`src/rtl/rmf_pkg.sv`:
```
// Package for the running median filter.
// Holds the window size, sample widths and the link type that the sorted cells share.
// No dependencies.
package rmf_pkg;

    // Window length and sample width of the filter.
    localparam int WINDOW      = 10;
    localparam int SAMPLE_BITS = 20;

    // Fixed port widths.
    localparam int IN_BITS  = 20;
    localparam int OUT_BITS = 21;

    // Age counter: an entry leaves the window when its age reaches WINDOW-1.
    localparam int AGE_BITS = (WINDOW > 1) ? $clog2(WINDOW) : 1;

    // Cells that hold the middle sorted values. For an odd window both
    // point at the same cell, so their sum is twice the median.
    localparam int HI_IDX = WINDOW / 2;
    localparam int LO_IDX = ((WINDOW % 2) == 1) ? (WINDOW / 2) : (WINDOW / 2 - 1);

    typedef logic [SAMPLE_BITS-1:0] t_sample;
    typedef logic [AGE_BITS-1:0]    t_age;
    typedef logic [SAMPLE_BITS:0]   t_sum;

    localparam t_age AGE_MAX = t_age'(WINDOW - 1);

    // What one cell shows its neighbors.
    typedef struct packed {
        t_sample value;   // stored sample
        t_age    age;     // items since it entered
        logic    gt;      // stored sample is greater than the incoming one
        logic    del_le;  // the aged-out entry sits in this cell or below
        logic    aged;    // this cell holds the aged-out entry
    } t_link;

endpackage

```
`src/rtl/rmf_cell.sv`:
```
// One cell of the sorted window: holds a sample and its age.
// On each item it takes its next content from itself, a neighbor or the new sample.
// Depends on rmf_pkg.
module rmf_cell (
    input  logic           i_clk,
    input  logic           i_rst_n,
    input  logic           i_load,
    input  rmf_pkg::t_sample i_sample,
    input  rmf_pkg::t_age  i_init_age,
    input  logic           i_is_bottom,
    input  logic           i_is_top,
    input  rmf_pkg::t_link i_lower,
    input  rmf_pkg::t_link i_upper,
    output rmf_pkg::t_link o_link
);
    import rmf_pkg::*;

    t_sample r_value, n_value;
    t_age    r_age,   n_age;

    logic    w_gt;
    logic    w_aged;
    logic    w_del_le;
    t_sample w_cur_value;
    t_age    w_cur_age;
    logic    w_cur_gt;
    t_sample w_prev_value;
    t_age    w_prev_age;
    logic    w_prev_gt;

    // Local compare and aged-out detection.
    assign w_gt     = (r_value > i_sample);
    assign w_aged   = (r_age == AGE_MAX);
    assign w_del_le = i_lower.del_le | w_aged;

    // Entry that lands at this position once the aged-out entry is removed.
    assign w_cur_value = w_del_le ? i_upper.value : r_value;
    assign w_cur_age   = w_del_le ? i_upper.age   : r_age;
    assign w_cur_gt    = w_del_le ? i_upper.gt    : w_gt;

    // Same for the position just below.
    assign w_prev_value = i_lower.del_le ? r_value : i_lower.value;
    assign w_prev_age   = i_lower.del_le ? r_age   : i_lower.age;
    assign w_prev_gt    = i_lower.del_le ? w_gt    : i_lower.gt;

    // Insert the new sample into the compacted sorted list.
    always_comb begin
        priority if (!i_is_top && !w_cur_gt) begin
            n_value = w_cur_value;
            n_age   = t_age'(w_cur_age + 1'b1);
        end else if (i_is_bottom || !w_prev_gt) begin
            n_value = i_sample;
            n_age   = '0;
        end else begin
            n_value = w_prev_value;
            n_age   = t_age'(w_prev_age + 1'b1);
        end
    end

    always_ff @(posedge i_clk) begin
        if (!i_rst_n) begin
            r_value <= '0;
            r_age   <= i_init_age;
        end else if (i_load) begin
            r_value <= n_value;
            r_age   <= n_age;
        end
    end

    assign o_link.value  = r_value;
    assign o_link.age    = r_age;
    assign o_link.gt     = w_gt;
    assign o_link.del_le = w_del_le;
    assign o_link.aged   = w_aged;

endmodule

```
`src/rtl/rmf_chain.sv`:
```
// Row of sorted cells that holds the whole window in ascending order.
// Gives the two middle values of the window.
// Depends on rmf_pkg and rmf_cell.
module rmf_chain (
    input  logic             i_clk,
    input  logic             i_rst_n,
    input  logic             i_load,
    input  rmf_pkg::t_sample i_sample,
    output rmf_pkg::t_sample o_lo,
    output rmf_pkg::t_sample o_hi
);
    import rmf_pkg::*;

    t_link w_link [WINDOW];
    logic [WINDOW-1:0] w_aged;
    logic [WINDOW-1:0] w_fresh;
    logic [WINDOW-1:0] w_order;

    // Cells wired to their neighbors; the ends see an empty link.
    for (genvar g = 0; g < WINDOW; g++) begin : g_cell
        t_link w_lower;
        t_link w_upper;

        if (g == 0) begin : g_lo_end
            assign w_lower = '0;
        end else begin : g_lo_nb
            assign w_lower = w_link[g-1];
        end

        if (g == WINDOW - 1) begin : g_hi_end
            assign w_upper    = '0;
            assign w_order[g] = 1'b1;
        end else begin : g_hi_nb
            assign w_upper    = w_link[g+1];
            assign w_order[g] = (w_link[g].value <= w_link[g+1].value);
        end

        assign w_aged[g]  = w_link[g].aged;
        assign w_fresh[g] = (w_link[g].age == '0);

        rmf_cell u_cell (
            .i_clk       (i_clk),
            .i_rst_n     (i_rst_n),
            .i_load      (i_load),
            .i_sample    (i_sample),
            .i_init_age  (t_age'(WINDOW - 1 - g)),
            .i_is_bottom (g == 0),
            .i_is_top    (g == WINDOW - 1),
            .i_lower     (w_lower),
            .i_upper     (w_upper),
            .o_link      (w_link[g])
        );
    end

    // Middle taps of the sorted row.
    assign o_lo = w_link[LO_IDX].value;
    assign o_hi = w_link[HI_IDX].value;

`ifndef SYNTHESIS
    a_one_aged : assert property (@(posedge i_clk) disable iff (!i_rst_n)
        $onehot(w_aged))
        else $error("window does not hold exactly one aged-out entry");

    a_one_fresh : assert property (@(posedge i_clk) disable iff (!i_rst_n)
        $onehot(w_fresh))
        else $error("window does not hold exactly one newest entry");

    a_sorted : assert property (@(posedge i_clk) disable iff (!i_rst_n)
        (&w_order))
        else $error("cell row is out of ascending order");
`endif

endmodule

```
`src/rtl/running_median_filter.sv`:
```
// Channel   | Direction | Valid    | Stall    | Payload
// input     | in        | i_valid  | o_stall  | i_sample (20 bits)
// result    | out       | o_valid  | i_stall  | o_median_doubled (21 bits)
//
// Sustains one item per cycle while i_stall is low. Each item updates the sorted cell row
// as it is accepted; the two middle cells are then added into the output register once
// it can take them, and o_valid rises as that sum is registered.
// Reset (synchronous) clears the window to zeros and empties both stages.
// A stall on the result side holds a full output register; a pending median then stays
// in the median stage and o_stall is raised in the same cycle.
// Top level of the running median filter; depends on rmf_pkg and rmf_chain.
module running_median_filter (
    input  logic                         i_clk,
    input  logic                         i_rst_n,
    input  logic                         i_valid,
    input  logic [rmf_pkg::IN_BITS-1:0]  i_sample,
    output logic                         o_stall,
    output logic                         o_valid,
    output logic [rmf_pkg::OUT_BITS-1:0] o_median_doubled,
    input  logic                         i_stall
);
    import rmf_pkg::*;

    logic                r_mv, n_mv;
    logic                r_ov, n_ov;
    logic [OUT_BITS-1:0] r_out;

    logic    w_acc;
    logic    w_move;
    t_sample w_lo;
    t_sample w_hi;
    t_sum    w_sum;

    // Handshake: the median stage drains when the output register is empty or not stalled.
    assign w_move  = r_mv && (!r_ov || !i_stall);
    assign o_stall = r_mv && !w_move;
    assign w_acc   = i_valid && !o_stall;

    rmf_chain u_chain (
        .i_clk    (i_clk),
        .i_rst_n  (i_rst_n),
        .i_load   (w_acc),
        .i_sample (SAMPLE_BITS'(i_sample)),
        .o_lo     (w_lo),
        .o_hi     (w_hi)
    );

    // Sum of the two middle values is twice the median.
    assign w_sum = t_sum'({1'b0, w_lo}) + t_sum'({1'b0, w_hi});

    // Stage occupancy.
    always_comb begin
        n_mv = r_mv;
        if (w_acc) begin
            n_mv = 1'b1;
        end else if (w_move) begin
            n_mv = 1'b0;
        end
        n_ov = r_ov;
        if (w_move) begin
            n_ov = 1'b1;
        end else if (!i_stall) begin
            n_ov = 1'b0;
        end
    end

    always_ff @(posedge i_clk) begin
        if (!i_rst_n) begin
            r_mv <= 1'b0;
            r_ov <= 1'b0;
        end else begin
            r_mv <= n_mv;
            r_ov <= n_ov;
        end
    end

    // Output payload register.
    always_ff @(posedge i_clk) begin
        if (w_move) begin
            r_out <= OUT_BITS'(w_sum);
        end
    end

    assign o_valid          = r_ov;
    assign o_median_doubled = r_out;

`ifndef SYNTHESIS
    a_no_overwrite : assert property (@(posedge i_clk) disable iff (!i_rst_n)
        w_acc |-> (!r_mv || w_move))
        else $error("item accepted over a median not yet moved out");

    a_move_shows : assert property (@(posedge i_clk) disable iff (!i_rst_n)
        w_move |=> o_valid)
        else $error("moved median not presented at the output");

    a_accept_pends : assert property (@(posedge i_clk) disable iff (!i_rst_n)
        w_acc |=> r_mv)
        else $error("accepted item left no pending median");
`endif

endmodule
```
`config.mk`:
```
export PLATFORM = sky130hd
export DESIGN_NAME = running_median_filter
export DESIGN_NICKNAME = d
export VERILOG_FILES = /design/src/rtl/rmf_pkg.sv /design/src/rtl/rmf_cell.sv /design/src/rtl/rmf_chain.sv /design/src/rtl/running_median_filter.sv
export SDC_FILE = /design/constraint.sdc
export NUM_CORES = 1
export LEC_CHECK = 0
export BUFFER_PORTS_ARGS = -buffer_cell sky130_fd_sc_hd__buf_4
export CORE_UTILIZATION = 65
export CTS_BUF_LIST = sky130_fd_sc_hd__clkbuf_4
export DETAILED_ROUTE_END_ITERATION = 10
export PLACE_DENSITY_LB_ADDON = 0.3
export SYNTH_ARGS = -nofsm -noshare
export SYNTH_HDL_FRONTEND = slang
export SYNTH_SLANG_ARGS = --single-unit
```
`constraint.sdc`:
```
create_clock -name i_clk -period 4.85 [get_ports i_clk]
set_input_delay 0 -clock i_clk [delete_from_list [all_inputs] [get_ports i_clk]]
set_output_delay 0 -clock i_clk [all_outputs]
set_load 0.01 [all_outputs]
```
==> results.txt <==
The count of standard-cell rows came out at 64. The largest incremental delay on the critical path is ~1.1 ns. The clock transition time at the flip-flop clock pins of the worst setup and hold paths is 0.07 ns. The worst-margin pin slew is roughly 1.3 ns. The checks that failed: design-rule violations.

The synthesis warning total is 0. The number of antenna-violating nets in the routed design came out at 0. The endpoint arrival time on the critical path is approximately 4.3 ns. The xor and xnor area share after synthesis came out at 1.58%. Setup repair after global routing left no endpoint under its margin. The total overflow left after global routing is 0. In the detailed route, the total length drawn on met3 is about 7500 um. The post-synthesis compound-gate area fraction is 25.1%.

Setup violations remaining at the end of the flow were counted as 0. The tree is rooted in a sky130_fd_sc_hd__clkbuf_4. The max-cap check violation count is 0. Summing the areas of all fa, ha and maj instances in the mapped netlist gives between 10 and 15% of the synthesized area. The clock net sink count is around 260.

In this design, the largest share of critical-path delay is due to compound AO/OA/AOI/OAI gates. The fraction of synthesis flops using an asynchronous set or reset pin came out at 0%. IR analysis of the VDD net gives a maximum drop of 0.000542 V.

The last weighted congestion value of the routability-driven placer came out at 0.971. The number of detailed-routing iterations run before antenna repair is 10. The TritonCTS clock tree is done. The global-route usage over all layers is 42.0%. The sequential element share of the synthesized area came out at approximately a quarter. sky130_fd_sc_hd__nand2_1 is the most common cell in the netlist. The number of vias per cell came out at 7.03. The final critical-path required period is ~3.7 ns. The largest total area in the synthesized netlist belongs to sky130_fd_sc_hd__dfxtp_1. The signal on the critical path passes through ha_1 -> nor2b_1 -> o21a_1 -> o21ai_0 -> a21oi_1 -> a2111oi_0 -> nor2_1 -> a21oi_1 -> o21ai_0. The overall power after layout came out at 13.0 mW. After synthesis, the cell types taking the most area are sky130_fd_sc_hd__dfxtp_1 24%, sky130_fd_sc_hd__ha_1 14%, sky130_fd_sc_hd__mux2i_1 8.1%. The number of enable-type register cells in the synthesized netlist came out at 21. For the worst setup path, the data required time is 5.38 ns. The layout cell share with drive strength beyond 1 is 14.2%. For the final routed database, the setup TNS stands at 0 ns. The count of H-tree levels built during CTS came out at 3. For this design, the slowest cell found on the critical path is sky130_fd_sc_hd__a2111oi_0. The number of buffers inserted by hold repair at cts is 25.

The total cell area at the placement stage came out at 21,100 um2. The finished cells cover 22,300 um2. Synthesis instantiated 94 different standard cells from the library.

The maximum clock skew at final layout came out at 0.0379 ns. The floorplan die area came out at 32,400 um2. The post-cts resize count is 0.

The pin count of the biggest net entering global routing came out at 104. The routed metal-1 wirelength came out at 27,800 um. The overall routed net length came out at between 60,000 and 70,000 um. The simple-gate share of the synthesized area came out at 15.7%.

In this run the worst path has a maximum fanout of 6. The count of input and output buffers came out at 46. The most used flip-flop cell after synthesis is sky130_fd_sc_hd__dfxtp_1.

The via count of the first global-routing pass is 19,704. Once placement completed, the tool counted placed cells totaling 2,746. The wire length per cell after detailed routing is roughly 24 um. Counting both buffers and inverters, the worst setup path holds a total of 0. Measured along the y axis, the die boundary spans 180 um.

The number of standard cells in the layout, taps in and fillers out came out at 2,907. The first global-routing pass estimated 108,000 um of wire. The detailed route wirelength on metal2 is approximately 30,000 um. The number of hold violations in the final report came to 0. The number of I/O pins is 47. The synthesized area per cell is 8.49 um2.

The die boundary width is 180 um. The worst setup path is launched from a flop. In this run the tightest slew margin relative to its limit is 14.2%.

In the synthesized netlist, the cells that appear most often are 324 x sky130_fd_sc_hd__nand2_1, 242 x sky130_fd_sc_hd__dfxtp_1, 229 x sky130_fd_sc_hd__ha_1. Dividing the final minimum period by the clock period gives 77.2%. The post-synthesis mux area share is 11.8%.

The final number of max-transition violations came out at 0. The number of nets handed over by synthesis was 2,675. The total power density per cell area came out at 580 nW/um2. The synthesized cell area is 20,600 um2. The later pin in the worst-skew pair is clocked with a latency of 0.80 ns. The leakage power figure is 9.30 nW.

The min-delay analysis places its worst path in the category input port to flop. The combinational family with the most area after synthesis is compound AO/OA/AOI/OAI gates. Summing over every cut layer, the via total after detailed routing is 20,440.

The detailed-route DRC error count came out at 6. The critical setup path kind is flop to flop. The number of buffers inserted during clock tree synthesis is 77.

STA classifies the critical path endpoint as a flop. The portion of synthesized cell area occupied by the leading cell type came out at 23.6%. The flip-flop and latch count after synthesis came out at about 260. Detailed placement finished with a half-perimeter wire length of about 50,000 um. The starting DRC count in detailed routing came out at 2,331.

The number of antenna violations at the first check in global routing is 3. The layout overhead on the synthesized area is 8.63%. The core box area is 30,800 um2.

The highest metal layer used by the detailed router is met4. The starting utilization of the core area came out at 66.7%. The synthesized netlist cell count came out at about 2,400.

The number of setup buffers added after CTS is 0. The final-stage net count came out at approximately 2,700. The maximum clock path buffer count came out at 3. The run finished, with violations left. Derived from the worst setup path, the maximum achievable clock frequency is 267 MHz.
==> worst paths after layout <==
path | from | end | slack (ns) | cells past startpoint
hold / removal | i_sample[18] | u_chain.g_cell[8].u_cell.r_value[18] | 0.18 | 4
hold reg to reg | u_chain.g_cell[9].u_cell.r_value[16] | u_chain.g_cell[9].u_cell.r_value[16] | 0.47 | 2
setup reg to reg | u_chain.g_cell[5].u_cell.r_value[2] | o_median_doubled[20] | 1.11 | 9
setup / recovery | u_chain.g_cell[5].u_cell.r_value[2] | o_median_doubled[20] | 1.11 | 9
==> through the flow <==
step | worst slack, ns | util (%) | hold WS, ns
3_3_place_gp | 1.31 | 68.4 | 0.237
4_1_cts | 1.25 | 72.4 | 0.141
5_1_grt | 0.931 | 72.5 | 0.161
6_report | 1.11 | 72.5 | 0.182
2_1_floorplan | 2.11 | - | 0.124
3_5_place_dp | 1.22 | 68.4 | 0.247
==> state kept, by name, summed over array words and instances, names as in the netlist <==
| register | cells |
|---|---|
| u_chain.g_cell.u_cell.r_age | 40 |
| u_chain.g_cell.u_cell.r_value | 200 |
| o_valid | 1 |
| r_mv | 1 |
| o_median_doubled | 21 |
==> cell families after synthesis <==
group,after synthesis
compound gates,752
buf+inv,240
simple gates,666
mux,233
flops,263
fa+ha+maj,230
xor+xnor,37
==> placed cells by master (no fill, tap or decap), types with 24 or more instances in the layout <==
cell type,n
sky130_fd_sc_hd__inv_1,63
sky130_fd_sc_hd__o221ai_1,105
sky130_fd_sc_hd__o21ai_0,165
sky130_fd_sc_hd__dfxtp_1,242
sky130_fd_sc_hd__nand2_1,322
sky130_fd_sc_hd__nand4_1,32
sky130_fd_sc_hd__ha_1,229
sky130_fd_sc_hd__mux2_2,56
sky130_fd_sc_hd__dlygate4sd3_1,25
sky130_fd_sc_hd__clkbuf_4,116
sky130_fd_sc_hd__buf_4,105
sky130_fd_sc_hd__nor2_1,60
sky130_fd_sc_hd__a21oi_1,213
sky130_fd_sc_hd__nand3_1,99
sky130_fd_sc_hd__xnor2_1,24
sky130_fd_sc_hd__mux2i_1,166
==> power breakdown <==
| part | switching, mW | internal (mW) | total (mW) |
|---|---|---|---|
| logic | 4.29 | 2.73 | 7.02 |
| clock network | 1.06 | 1.19 | 2.25 |
| registers | 0.883 | 2.81 | 3.69 |
| total | 6.23 | 6.73 | 13.0 |
==> layout make-up <==
| cell class | instances | area, um2 |
|---|---|---|
| antenna | 4 | 10.0 |
| sequential | 263 | 5480 |
| clock inverter | 16 | 120 |
| multi-input combinational | 1918 | 14100 |
| clock buffer | 116 | 871 |
| tap | 396 | 495 |
| fill | 2356 | 8490 |
| inverter | 63 | 236 |
| timing repair buffer | 131 | 1060 |
==> worst min-delay path: cells and delay by family <==
family,cells,cell delay [ns]
AO/OA/AOI/OAI,1,0.13
buffers and inverters,2,0.73
multiplexers,1,0.09
==> layer usage <==
metal  GRT usage [%]  up-vias
met4            21.1        0
li1                -     9298
met1            53.7     9711
met3            9.74      224
met5               0        -
met2            66.3     1207
(Power assumes the default switching activity.)
